--- config.mk ---
export PLATFORM = sky130hd
export DESIGN_NAME = coulomb_counter_soc_soh
export DESIGN_NICKNAME = d
export VERILOG_FILES = /design/src/design/ccs_pkg.sv /design/src/design/coulomb_counter_soc_soh.sv /design/src/design/ccs_addsub.sv /design/src/design/ccs_cfg.sv /design/src/design/ccs_core.sv
export SDC_FILE = /design/constraint.sdc
export NUM_CORES = 2
export LEC_CHECK = 0
export BUFFER_PORTS_ARGS = -buffer_cell sky130_fd_sc_hd__buf_2
export CAP_MARGIN = 20
export CORE_MARGIN = 4
export CORE_UTILIZATION = 50
export DETAILED_ROUTE_END_ITERATION = 7
export GPL_TIMING_DRIVEN = 0
export PLACE_DENSITY = 0.71
export SYNTH_ARGS = -nofsm -noshare
export SYNTH_HDL_FRONTEND = slang
export SYNTH_SLANG_ARGS = --single-unit
--- constraint.sdc ---
create_clock -name clk -period 8.43 [get_ports clk]
set_input_delay 0.843 -clock clk [delete_from_list [all_inputs] [get_ports clk]]
set_output_delay 0.843 -clock clk [all_outputs]
set_load 0.005 [all_outputs]
--- src/design/ccs_pkg.sv ---
// Shared types, widths and constants for the coulomb counter block.
// Used by every design module of the block but the checker; depends on nothing else.
package ccs_pkg;

    // field and register widths
    localparam int CurW   = 19;  // signed pack current, mA
    localparam int MsW    = 16;  // elapsed time, ms
    localparam int CapW   = 17;  // capacity, mAh
    localparam int EffW   = 16;  // efficiency, Q0.16
    localparam int ThrW   = 14;  // idle, full and empty thresholds
    localparam int SocW   = 14;  // soc and soh, hundredths of a percent
    localparam int CntW   = 16;  // half-cycle counter
    localparam int IdxW   = 3;   // register index
    localparam int DataW  = 17;  // widest register

    // datapath widths
    localparam int HourW  = 22;             // width of ms per hour
    localparam int PerW   = 9;              // width of mA*ms per ten-thousandth of a mAh
    localparam int UnitsW = CapW + HourW;   // capacity in mA*ms
    localparam int DivW   = CapW + PerW;    // capacity in mA*ms per hundredth of a percent
    localparam int StoreW = UnitsW + 1;     // charge store plus one tick before clamp
    localparam int MagW   = CurW + MsW;     // |current| * time
    localparam int HiW    = MagW + 1;       // upper half of the shift-add product
    localparam int AluW   = StoreW + 1;     // shared adder width
    localparam int MulSteps = MsW;          // one multiplier bit per cycle
    localparam int DivSteps = SocW;         // one quotient bit per cycle
    localparam int StepW  = 4;

    localparam logic [HourW-1:0] MS_PER_HOUR   = 22'd3600000;
    localparam logic [PerW-1:0]  UNITS_PER_HUN = 9'd360;
    localparam logic [SocW-1:0]  FULL_SCALE    = 14'd10000;

    // reset values
    localparam logic [CapW-1:0]   CAP_RST   = 17'd2000;
    localparam logic [UnitsW-1:0] UNITS_RST = 39'd7200000000;
    localparam logic [DivW-1:0]   DIV_RST   = 26'd720000;
    localparam logic [StoreW-1:0] STORE_RST = 40'd3600000000;
    localparam logic [EffW-1:0]   EFF_RST   = 16'd62259;
    localparam logic [ThrW-1:0]   IDLE_RST  = 14'd50;
    localparam logic [ThrW-1:0]   FULL_RST  = 14'd9500;
    localparam logic [ThrW-1:0]   EMPTY_RST = 14'd500;

    typedef enum logic [IdxW-1:0] {
        REG_CAPACITY   = 3'd0,
        REG_EFFICIENCY = 3'd1,
        REG_IDLE_THR   = 3'd2,
        REG_FULL_THR   = 3'd3,
        REG_EMPTY_THR  = 3'd4
    } reg_idx_t;

    typedef enum logic [2:0] {
        ST_IDLE,
        ST_MUL_TIME,
        ST_MUL_EFF,
        ST_ADD,
        ST_CLAMP,
        ST_DIV,
        ST_EVAL
    } state_t;

    typedef struct packed {
        logic [CapW-1:0]   cap_mah;
        logic [UnitsW-1:0] cap_units;
        logic [DivW-1:0]   divisor;
        logic [EffW-1:0]   eff;
        logic [ThrW-1:0]   idle_thr;
        logic [ThrW-1:0]   full_thr;
        logic [ThrW-1:0]   empty_thr;
        logic              reload;
    } cfg_t;

    typedef struct packed {
        logic [SocW-1:0] soc;
        logic [SocW-1:0] soh;
        logic            charging;
        logic [CntW-1:0] half_cycles;
        logic            cycle_event;
    } result_t;

    // health: 100.00% minus 0.05% per half cycle, floored at zero
    function automatic logic [SocW-1:0] soh_of(input logic [CntW-1:0] count);
        logic [CntW+2:0] dec;
        logic [CntW+2:0] dec_rem;
        dec = {count, 2'b00} + {3'b000, count};
        dec_rem = {5'b00000, FULL_SCALE} - dec;
        if (dec >= {5'b00000, FULL_SCALE})
            soh_of = '0;
        else
            soh_of = dec_rem[SocW-1:0];
    endfunction

endpackage

--- src/design/coulomb_counter_soc_soh.sv ---
// Coulomb counter with state of charge and cycle-based state of health.
// m_tvalid rises once a request has run through the whole sequence, which takes
// longer when charging (extra efficiency multiply); a new request is taken
// only once the core is idle again, as the single shared adder steps through
// one or two shift-add multiplies and a 14-step division.
// Reset (rst_n, asynchronous) restores the default registers and half charge.
module coulomb_counter_soc_soh
    import ccs_pkg::*;
(
    input  logic             clk,
    input  logic             rst_n,

    // slave side: one tick request
    input  logic             s_tvalid,
    output logic             s_tready,
    input  logic [39:0]      s_tdata,   // pack_current_ma[18:0], elapsed_ms[34:19], zero pad

    // master side: one result per tick
    output logic             m_tvalid,
    input  logic             m_tready,
    output logic [47:0]      m_tdata,   // soc_hundredths[13:0], soh_hundredths[27:14],
                                        // charging[28], half_cycles[44:29],
                                        // cycle_event[45], zero pad

    // configuration write port
    input  logic             wr_en,
    input  logic [IdxW-1:0]  wr_addr,
    input  logic [DataW-1:0] wr_data
);

    cfg_t    cfg;
    result_t res;
    logic    res_valid;
    logic    res_ready;

    // Output register: a finished result waits here so the core can take the
    // next request while the master side stalls.
    logic    out_valid_reg;
    result_t out_data_reg;

    ccs_cfg u_cfg (
        .clk     (clk),
        .rst_n   (rst_n),
        .wr_en   (wr_en),
        .wr_addr (wr_addr),
        .wr_data (wr_data),
        .cfg     (cfg)
    );

    // The core runs the sequence multiply (|current| x time), optional
    // efficiency multiply, signed update of the charge store, clamp to
    // capacity, then a restoring division for the soc quotient, all through
    // one adder. It accepts a request only while idle.
    ccs_core u_core (
        .clk       (clk),
        .rst_n     (rst_n),
        .cfg       (cfg),
        .in_valid  (s_tvalid),
        .in_ready  (s_tready),
        .in_cur    (s_tdata[CurW-1:0]),
        .in_ms     (s_tdata[CurW+MsW-1:CurW]),
        .res_valid (res_valid),
        .res_ready (res_ready),
        .res       (res)
    );

    // Free when empty or being drained this cycle.
    assign res_ready = !out_valid_reg || m_tready;

    always_ff @(posedge clk or negedge rst_n)
    begin
        if (!rst_n)
            out_valid_reg <= 1'b0;
        else if (res_valid && res_ready)
            out_valid_reg <= 1'b1;
        else if (m_tready)
            out_valid_reg <= 1'b0;
    end

    // Payload needs no reset; load it with the result.
    always_ff @(posedge clk)
    begin
        if (res_valid && res_ready)
            out_data_reg <= res;
    end

    assign m_tvalid = out_valid_reg;
    assign m_tdata  = {2'b00,
                       out_data_reg.cycle_event,
                       out_data_reg.half_cycles,
                       out_data_reg.charging,
                       out_data_reg.soh,
                       out_data_reg.soc};

endmodule

--- src/design/ccs_addsub.sv ---
// Shared add/subtract unit of the coulomb counter datapath.
// Depends on ccs_pkg for the adder width.
module ccs_addsub
    import ccs_pkg::*;
(
    input  logic [AluW-1:0] a,
    input  logic [AluW-1:0] b,
    input  logic            sub,
    output logic [AluW-1:0] res,
    output logic            carry
);

    logic [AluW:0] sum;

    // subtract as a plus inverted b plus one; carry set means a >= b
    assign sum   = {1'b0, a} + {1'b0, (sub ? ~b : b)} + {{AluW{1'b0}}, sub};
    assign res   = sum[AluW-1:0];
    assign carry = sum[AluW];

endmodule

--- src/design/ccs_cfg.sv ---
// Configuration registers of the coulomb counter, with derived capacity terms.
// Depends on ccs_pkg for widths, register indexes and reset values.
module ccs_cfg
    import ccs_pkg::*;
(
    input  logic             clk,
    input  logic             rst_n,
    input  logic             wr_en,
    input  logic [IdxW-1:0]  wr_addr,
    input  logic [DataW-1:0] wr_data,
    output cfg_t             cfg
);

    logic [CapW-1:0]   cap_mah_reg;
    logic [UnitsW-1:0] cap_units_reg;
    logic [DivW-1:0]   divisor_reg;
    logic [EffW-1:0]   eff_reg;
    logic [ThrW-1:0]   idle_reg;
    logic [ThrW-1:0]   full_reg;
    logic [ThrW-1:0]   empty_reg;
    logic              reload_reg;

    logic [CapW-1:0]   cap_w;
    logic [UnitsW-1:0] units_w;
    logic [DivW-1:0]   div_w;
    logic              cap_write;

    assign cap_w     = wr_data[CapW-1:0];
    assign cap_write = wr_en && (wr_addr == REG_CAPACITY);
    assign units_w   = {{(UnitsW-CapW){1'b0}}, cap_w} * {{(UnitsW-HourW){1'b0}}, MS_PER_HOUR};
    assign div_w     = {{(DivW-CapW){1'b0}}, cap_w} * {{(DivW-PerW){1'b0}}, UNITS_PER_HUN};

    always_ff @(posedge clk or negedge rst_n)
    begin
        if (!rst_n)
        begin
            cap_mah_reg   <= CAP_RST;
            cap_units_reg <= UNITS_RST;
            divisor_reg   <= DIV_RST;
            eff_reg       <= EFF_RST;
            idle_reg      <= IDLE_RST;
            full_reg      <= FULL_RST;
            empty_reg     <= EMPTY_RST;
            reload_reg    <= 1'b0;
        end
        else
        begin
            // register the charge reload request alongside the new units, so the reload sees them in place
            reload_reg <= cap_write;
            if (wr_en)
            begin
                case (wr_addr)
                    REG_CAPACITY:
                    begin
                        cap_mah_reg   <= cap_w;
                        cap_units_reg <= units_w;
                        divisor_reg   <= div_w;
                    end
                    REG_EFFICIENCY: eff_reg   <= wr_data[EffW-1:0];
                    REG_IDLE_THR:   idle_reg  <= wr_data[ThrW-1:0];
                    REG_FULL_THR:   full_reg  <= wr_data[ThrW-1:0];
                    REG_EMPTY_THR:  empty_reg <= wr_data[ThrW-1:0];
                    default: ;
                endcase
            end
        end
    end

    always_comb
    begin
        cfg.cap_mah   = cap_mah_reg;
        cfg.cap_units = cap_units_reg;
        cfg.divisor   = divisor_reg;
        cfg.eff       = eff_reg;
        cfg.idle_thr  = idle_reg;
        cfg.full_thr  = full_reg;
        cfg.empty_thr = empty_reg;
        cfg.reload    = reload_reg;
    end

endmodule

--- src/design/ccs_core.sv ---
// Sequencer and datapath registers of the coulomb counter: multiply, update,
// clamp and divide through one shared adder. Depends on ccs_pkg, ccs_addsub.
module ccs_core
    import ccs_pkg::*;
(
    input  logic            clk,
    input  logic            rst_n,
    input  cfg_t            cfg,
    input  logic            in_valid,
    output logic            in_ready,
    input  logic [CurW-1:0] in_cur,
    input  logic [MsW-1:0]  in_ms,
    output logic            res_valid,
    input  logic            res_ready,
    output result_t         res
);

    localparam logic [StepW-1:0] MUL_LAST = StepW'(MulSteps - 1);
    localparam logic [StepW-1:0] DIV_LAST = StepW'(DivSteps - 1);

    state_t            state_reg, state_next;
    logic [StepW-1:0]  step_reg, step_next;
    logic              neg_reg, neg_next;
    logic              pos_reg, pos_next;
    logic [HiW-1:0]    hi_reg, hi_next;
    logic [MsW-1:0]    lo_reg, lo_next;
    logic [MagW-1:0]   mcand_reg, mcand_next;
    logic [StoreW-1:0] store_reg, store_next;
    logic [StoreW-1:0] rem_reg, rem_next;
    logic [StoreW-1:0] dsh_reg, dsh_next;
    logic [SocW-1:0]   quo_reg, quo_next;
    logic [CntW-1:0]   count_reg, count_next;
    logic              seen_full_reg, seen_full_next;
    logic              seen_empty_reg, seen_empty_next;
    logic              chg_reg, chg_next;

    logic [AluW-1:0]   alu_a, alu_b, alu_res;
    logic              alu_sub, alu_carry;

    logic signed [CurW-1:0] cur_s, thr_s;
    logic [CurW-1:0]   cur_abs;
    logic [HiW-1:0]    mul_hi;
    logic [MsW-1:0]    mul_lo;
    logic [StoreW-1:0] clamped;
    logic [SocW-1:0]   soc;
    logic              sf, se;

    ccs_addsub u_alu (
        .a     (alu_a),
        .b     (alu_b),
        .sub   (alu_sub),
        .res   (alu_res),
        .carry (alu_carry)
    );

    assign cur_s   = $signed(in_cur);
    assign thr_s   = $signed({{(CurW-ThrW){1'b0}}, cfg.idle_thr});
    assign cur_abs = in_cur[CurW-1] ? (~in_cur + CurW'(1)) : in_cur;

    // one shift-add step: product register {hi, lo} shifts right by one
    assign mul_hi  = {1'b0, alu_res[HiW-1:1]};
    assign mul_lo  = {alu_res[0], lo_reg[MsW-1:1]};
    assign clamped = alu_carry ? {{(StoreW-UnitsW){1'b0}}, cfg.cap_units} : store_reg;
    assign soc     = (cfg.cap_mah == '0) ? '0 : quo_reg;
    assign sf      = seen_full_reg || (soc >= cfg.full_thr);
    assign se      = seen_empty_reg || (soc <= cfg.empty_thr);

    always_ff @(posedge clk or negedge rst_n)
    begin
        if (!rst_n)
        begin
            state_reg      <= ST_IDLE;
            store_reg      <= STORE_RST;
            count_reg      <= '0;
            seen_full_reg  <= 1'b0;
            seen_empty_reg <= 1'b0;
            chg_reg        <= 1'b0;
        end
        else
        begin
            state_reg      <= state_next;
            store_reg      <= store_next;
            count_reg      <= count_next;
            seen_full_reg  <= seen_full_next;
            seen_empty_reg <= seen_empty_next;
            chg_reg        <= chg_next;
        end
    end

    always_ff @(posedge clk)
    begin
        step_reg  <= step_next;
        neg_reg   <= neg_next;
        pos_reg   <= pos_next;
        hi_reg    <= hi_next;
        lo_reg    <= lo_next;
        mcand_reg <= mcand_next;
        rem_reg   <= rem_next;
        dsh_reg   <= dsh_next;
        quo_reg   <= quo_next;
    end

    always_comb
    begin
        state_next      = state_reg;
        step_next       = step_reg;
        neg_next        = neg_reg;
        pos_next        = pos_reg;
        hi_next         = hi_reg;
        lo_next         = lo_reg;
        mcand_next      = mcand_reg;
        store_next      = store_reg;
        rem_next        = rem_reg;
        dsh_next        = dsh_reg;
        quo_next        = quo_reg;
        count_next      = count_reg;
        seen_full_next  = seen_full_reg;
        seen_empty_next = seen_empty_reg;
        chg_next        = chg_reg;
        in_ready        = 1'b0;
        res_valid       = 1'b0;
        alu_a           = '0;
        alu_b           = '0;
        alu_sub         = 1'b0;

        res.soc         = soc;
        res.soh         = soh_of(count_reg);
        res.charging    = chg_reg;
        res.half_cycles = count_reg;
        res.cycle_event = 1'b0;

        case (state_reg)
            ST_IDLE:
            begin
                in_ready = 1'b1;
                if (cfg.reload)
                    store_next = {2'b00, cfg.cap_units[UnitsW-1:1]};
                if (in_valid)
                begin
                    pos_next   = cur_s > thr_s;
                    neg_next   = in_cur[CurW-1];
                    if (cur_s > thr_s)
                        chg_next = 1'b1;
                    else if (cur_s < -thr_s)
                        chg_next = 1'b0;
                    mcand_next = {{(MagW-CurW){1'b0}}, cur_abs};
                    hi_next    = '0;
                    lo_next    = in_ms;
                    step_next  = '0;
                    state_next = ST_MUL_TIME;
                end
            end
            ST_MUL_TIME, ST_MUL_EFF:
            begin
                alu_a     = {{(AluW-HiW){1'b0}}, hi_reg};
                alu_b     = lo_reg[0] ? {{(AluW-MagW){1'b0}}, mcand_reg} : '0;
                hi_next   = mul_hi;
                lo_next   = mul_lo;
                step_next = step_reg + StepW'(1);
                if (step_reg == MUL_LAST)
                begin
                    step_next = '0;
                    if (state_reg == ST_MUL_EFF)
                    begin
                        // drop the 16 fraction bits of the efficiency product
                        mcand_next = mul_hi[MagW-1:0];
                        state_next = ST_ADD;
                    end
                    else
                    begin
                        mcand_next = {mul_hi[MagW-MsW-1:0], mul_lo};
                        if (pos_reg)
                        begin
                            hi_next    = '0;
                            lo_next    = cfg.eff;
                            state_next = ST_MUL_EFF;
                        end
                        else
                            state_next = ST_ADD;
                    end
                end
            end
            ST_ADD:
            begin
                alu_a   = {1'b0, store_reg};
                alu_b   = {{(AluW-MagW){1'b0}}, mcand_reg};
                alu_sub = neg_reg;
                if (neg_reg && !alu_carry)
                    store_next = '0;
                else
                    store_next = alu_res[StoreW-1:0];
                state_next = ST_CLAMP;
            end
            ST_CLAMP:
            begin
                alu_a      = {1'b0, store_reg};
                alu_b      = {{(AluW-UnitsW){1'b0}}, cfg.cap_units};
                alu_sub    = 1'b1;
                store_next = clamped;
                rem_next   = clamped;
                dsh_next   = {{(StoreW-DivW-DivSteps+1){1'b0}}, cfg.divisor, {(DivSteps-1){1'b0}}};
                quo_next   = '0;
                step_next  = '0;
                state_next = ST_DIV;
            end
            ST_DIV:
            begin
                alu_a     = {1'b0, rem_reg};
                alu_b     = {1'b0, dsh_reg};
                alu_sub   = 1'b1;
                if (alu_carry)
                    rem_next = alu_res[StoreW-1:0];
                quo_next  = {quo_reg[SocW-2:0], alu_carry};
                dsh_next  = {1'b0, dsh_reg[StoreW-1:1]};
                step_next = step_reg + StepW'(1);
                if (step_reg == DIV_LAST)
                    state_next = ST_EVAL;
            end
            ST_EVAL:
            begin
                res_valid = 1'b1;
                if (sf && se)
                begin
                    if (count_reg != '1)
                        count_next = count_reg + CntW'(1);
                    seen_full_next  = 1'b0;
                    seen_empty_next = 1'b0;
                    res.cycle_event = 1'b1;
                end
                else
                begin
                    seen_full_next  = sf;
                    seen_empty_next = se;
                end
                res.soh         = soh_of(count_next);
                res.half_cycles = count_next;
                if (res_ready)
                    state_next = ST_IDLE;
                else
                begin
                    // hold until the output register frees; marks commit with the result
                    count_next      = count_reg;
                    seen_full_next  = seen_full_reg;
                    seen_empty_next = seen_empty_reg;
                end
            end
            default:
                state_next = ST_IDLE;
        endcase
    end

endmodule

# After elaboration in Yosys (flattened, before gate mapping)

Cells that the tools add are included.

Flip-flop bits (word level): 427
Latch bits: 0
Memory bits (writable): 0
Bits in read-only memories: 0
Output and inout port bits: 50
Memories kept: 0

$add $sub $neg: 10
Multipliers: 2
Divide/modulo/power cells: 0
Order comparisons: 6
Eq/ne operators: 19
Shifts and indexed selects: 0
Mux-type cells: 55
Bitwise gates (word level): 2
Reduce and logical (&&, ||, !) cells: 35

Operators with widths:

| kind                   | count |
|---|---|
| $pmux 40 s3            | 2 |
| $mux 35                | 5 |
| $pmux 41 s4            | 1 |
| $mux 40                | 4 |
| $pmux 40 s2            | 2 |
| $mux 16                | 7 |
| $mux 36                | 3 |
| $pmux 36 s2            | 1 |
| $pmux 35 s2            | 1 |
| $mux 14                | 4 |
| $add 41x41->42         | 1 |
| $add 42x1->42          | 1 |
| $mux 41                | 1 |
| $not 41->41            | 1 |
| $add 18x16->19         | 2 |
| $ge 19x14->1 const B   | 2 |
| $mul 17x15->32 const B | 1 |
| $pmux 16 s2            | 1 |
| $pmux 14 s2            | 1 |
| $sub 14x14->14 const A | 2 |
| $mul 17x6->23 const B  | 1 |
| $reduce_and 2->1       | 11 |
| $add 19x1->19 const B  | 1 |
| $gt 19x15->1           | 1 |
| other kinds (33)       | 72 |

# Logic depth before layout (Yosys ltp)

Depth in word-level cells: 11
Depth in mapped cells: 29

# Modules after synthesis

Synthesis repeated with hierarchy kept, for this count alone.

Cell total of the unflattened synthesis: 3,591
Area total of the unflattened synthesis: 34,391.7 µm²

By module, submodules not included:

| module                  | instances | cells each | area each (µm²) |
|---|---|---|---|
| ccs_core                | 1         | 2,004      | 17,997.3 |
| ccs_cfg                 | 1         | 1,180      | 12,324.3 |
| ccs_addsub              | 1         | 354        | 2,616.3 |
| coulomb_counter_soc_soh | 1         | 53         | 1,453.9 |

# Worst setup path after synthesis

Ideal clock, no wire load.

Path type: flip-flop to flip-flop
Start: reg u_cfg.cap_mah_reg[0]
End: reg out_data_reg, in the netlist m_tdata[25], data pin
Library setup time: 0.155 ns
Arrival time: 6.686 ns
Path slack: 1.590 ns
Stages on the path, launching flop included: 30
Path buffers: 3
Cells stage by stage: dfrtp_1 > nor4_2 > and2_2 > nand2_1 > clkbuf_1 > and2_1 > ha_1 > nor2b_1 > a311o_1 > a21oi_1 > o32a_1 > nor4b_1 > o21ai_0 > nor2_1 > clkbuf_1 > nand2_1 > xnor2_1 > ha_1 > fa_1 > a21o_1 > a21oi_1 > o21ai_1 > a31o_2 > and2_1 > o221ai_1 > o211ai_1 > a221o_1 > or3_4 > buf_6 > o22ai_2

RTL lines:

| item                   | line                          | RTL |
|---|---|---|
| start, declared        | ccs_cfg.sv:14                 | `logic [CapW-1:0] cap_mah_reg;` |
| start signal, assigned | ccs_cfg.sv:55                 | `cap_mah_reg <= cap_w;` |
| end signal, assigned   | coulomb_counter_soc_soh.sv:84 | `out_data_reg <= res;` |
| end, declared          | coulomb_counter_soc_soh.sv:39 | `result_t out_data_reg;` |

==> impl_metrics.tcl <==
set metrics [dict create \
    status "completed" \
    seqCellArea_um2 11720 \
    syn_to_final_growth_pct 10.38 \
    start_util_pct 50.35 \
    htree_levels 2 \
    finalSetupViolCount 0 \
    slowest_stage "dfrtp_1" \
    worstMarginPinSlew_ns 1.184 \
    postPlaceCellArea_um2 34150 \
    routedWlPerCell_um 21.59 \
    grt_pass1_vias 25260 \
    overflow 0 \
    netlist_area_um2 32400 \
    core.rowCount 93 \
    cts_tree "built" \
    crit-reg2reg-launch "u_cfg.cap_mah_reg[0]" \
    max-slew-margin-rel_pct 20.52 \
    slew_violations 0 \
    final_net_count 3985 \
    rsz0062_at_grt "false" \
    regToRegEndpoint "m_tdata[26]" \
    postSynth.asyncResetShare_pct 44.87 \
    hold_violations 0 \
    dp_hpwl_um 73350 \
    fin_crit_sh_pct 93.92 \
    via_per_inst 5.918 \
    ff2ff_path_depth 29 \
    ys_ff_latch 419 \
    grt.total_usage_pct 26.75 \
    ant_nets 0 \
    worst-path-max-fanout 10 \
    synth-seq-area-share_pct 36.18 \
    synth-main-ff-cell "edfxtp_1" \
    crit_path_start_kind "flip-flop" \
    ctsRootBufferMaster "clkbuf_16" \
    required_ns 8.86 \
    clock-sinks 419 \
    synth_top_area_share_pct 21.41 \
    grt_pass1_wl_um 146000 \
    synth_edf_count 231 \
    critPathTopFamily "compound AO/OA/AOI/OAI gates" \
    yosys-top-cells-area "edfxtp_1 21%, ha_1 11%, fa_1 9.6%" \
    stdcell_area_um2 35760 \
    via_count 25930 \
    io_pins 115 \
    port_buffers 107 \
    multi_input_area_um2 18920 \
    synth_cells 3326 \
    die_width_um 262.5 \
    worstSetupPathType "reg -> reg" \
    period_minus_slack_ns 7.918 \
    routabilityCongestion 0.9875 \
    drtIter0Drc 2765 \
    clk_transition_reported_paths_ns 0.07 \
    cap_violations 0 \
    routed_wl_um 94610 \
    drive_gt1_share_pct 10.09 \
    path_buf_inv 3 \
    worst_hold_path_type "in -> async" \
    die_h_um 262.5 \
    fin_skew_ns 0.03270 \
    core-area_um2 64350 \
    rrSetupSlack_ns 0.51 \
    diodes 0 \
    largest_register_ffs 46 \
    fillers 5652 \
    cts_buffer_depth 3 \
    cp-end-kind "flip-flop" \
    synth.distinct_cells 90 \
    synth_top_area_cell "edfxtp_1" \
    max_freq_mhz 126.3 \
    antenna_found_initial 0 \
    clk_latency_ns 0.60 \
    cp.arrival_ns 8.35 \
    synth.avg_cell_area_um2 9.741 \
    grt_max_degree 111 \
    drc 0 \
    numCtsBuffers 45 \
    ys_warn_count 0 \
    slowest_delay_ns 0.58 \
    drt_first_pass_iters 6 \
    die_area_um2 68930 \
]
[cells by family (layout without fill, tap and decap cells)]
logic type,after synthesis,in the layout,share of synthesized area [%]
multiplexers,123,123,4.009
buffers and inverters,474,674,5.565
other,1,2,0.01158
flip-flops,419,419,36.18
AO/OA/AOI/OAI,762,762,15.63
AND/OR/NAND/NOR,912,912,12.84
XOR/XNOR,203,203,5.488
adder cells (fa/ha/maj),432,432,20.28
[area by class of cell]
class                      instances  share of cell area [%]
tap                              855                   2.992
clock inverter                    18                  0.5703
sequential                       419                   32.78
multi-input combinational       2434                   52.91
timing repair buffer             116                   1.966
clock buffer                      66                   3.740
buffer                           140                   1.540
inverter                         334                   3.506
[cells in the mapped netlist (63+ instances only)]
cell / count
ha_1: 274
clkbuf_1: 114
nand2_1: 437
edfxtp_1: 231
mux2i_1: 69
o21ai_0: 212
nor2_1: 163
a21oi_1: 136
xnor2_1: 140
inv_1: 332
fa_1: 156
dfrtp_1: 124
xor2_1: 63
dfstp_2: 64
[routing by layer]
| metal | vias up | share of wire, % | global-route usage (%) |
|---|---|---|---|
| met4 | 0 | 4.6 | 10.61 |
| li1 | 12090 | - | - |
| met2 | 1130 | 45 | 42.84 |
| met5 | - | 0 | 0 |
| met3 | 237 | 8.3 | 4.428 |
| met1 | 12470 | 42 | 36.59 |
[worst max-delay path by stage]
stage | from | end | slack, ns | cells after the start
3_5_place_dp | u_cfg.cap_mah_reg[0] | m_tdata[27] | -0.34 | 27
6_report | u_cfg.cap_mah_reg[0] | m_tdata[26] | 0.51 | 29
3_3_place_gp | u_core.state_reg[1] | u_core.rem_reg[38] | -1.13 | 17
4_1_cts | u_cfg.cap_mah_reg[0] | m_tdata[26] | 0.08 | 28
5_1_grt | u_cfg.cap_mah_reg[0] | m_tdata[27] | 0.06 | 23
2_1_floorplan | u_cfg.cap_mah_reg[0] | m_tdata[25] | 1.59 | 29
[per-stage QoR]
step	util (%)	cells	worst slack [ns]	setup TNS (ns)	hold slack, ns
3_5_place_dp	53.07	4297	-0.3379	-4.025	0.4548
2_1_floorplan	-	3327	1.590	0	0.4391
3_3_place_gp	52.85	4289	-1.132	-67.74	0.4534
5_1_grt	55.57	4382	0.06131	0	0.3019
4_1_cts	55.48	4381	0.07564	0	0.2846
6_report	55.57	4382	0.5124	0	0.2726
[worst register-to-register path: cells and delay by family (launching register included)]
| family | cells | cell delay (ns) |
|---|---|---|
| buffers and inverters | 3 | 0.73 |
| xor gates and xnor gates | 1 | 0.17 |
| AOI/OAI and AO/OA | 12 | 2.87 |
| adders and majority gates | 3 | 1.04 |
| DFF | 1 | 0.58 |
| and+or+nand+nor | 10 | 2.38 |
[placed cells by master, fill, tap and decap left out, types with 17 or more instances in the layout]
| cell | n |
|---|---|
| a31oi_1 | 24 |
| dfrtp_1 | 124 |
| a22oi_1 | 46 |
| o211ai_1 | 21 |
| mux2i_1 | 68 |
| o31ai_1 | 17 |
| nand4_1 | 17 |
| xor2_1 | 62 |
| nand3_1 | 54 |
| a211oi_1 | 25 |
| and2_1 | 51 |
| a222oi_1 | 28 |
| o21ai_0 | 211 |
| dfstp_2 | 64 |
| inv_1 | 330 |
| nand2_1 | 437 |
| nor3_1 | 40 |
| nor2b_1 | 19 |
| a21oi_1 | 136 |
| ha_1 | 274 |
| xnor2_1 | 140 |
| nor2_1 | 162 |
| o22ai_1 | 28 |
| clkbuf_16 | 47 |
| o21a_1 | 29 |
| clkbuf_1 | 123 |
| buf_2 | 116 |
| or3_1 | 21 |
| fa_1 | 156 |
| edfxtp_1 | 231 |
| o21bai_1 | 22 |
| a21o_1 | 57 |
| mux2_2 | 54 |
| and3_1 | 44 |
[repair_timing]
action	in CTS	in global routing
hold buffers	0	0
setup buffers	0	0
setup endpoints to repair	14	14
gates cloned	0	0
resized for setup	2	7
Power is not shown: default switching activity piles up to over one toggle a cycle in this logic, so the estimate is an artifact.
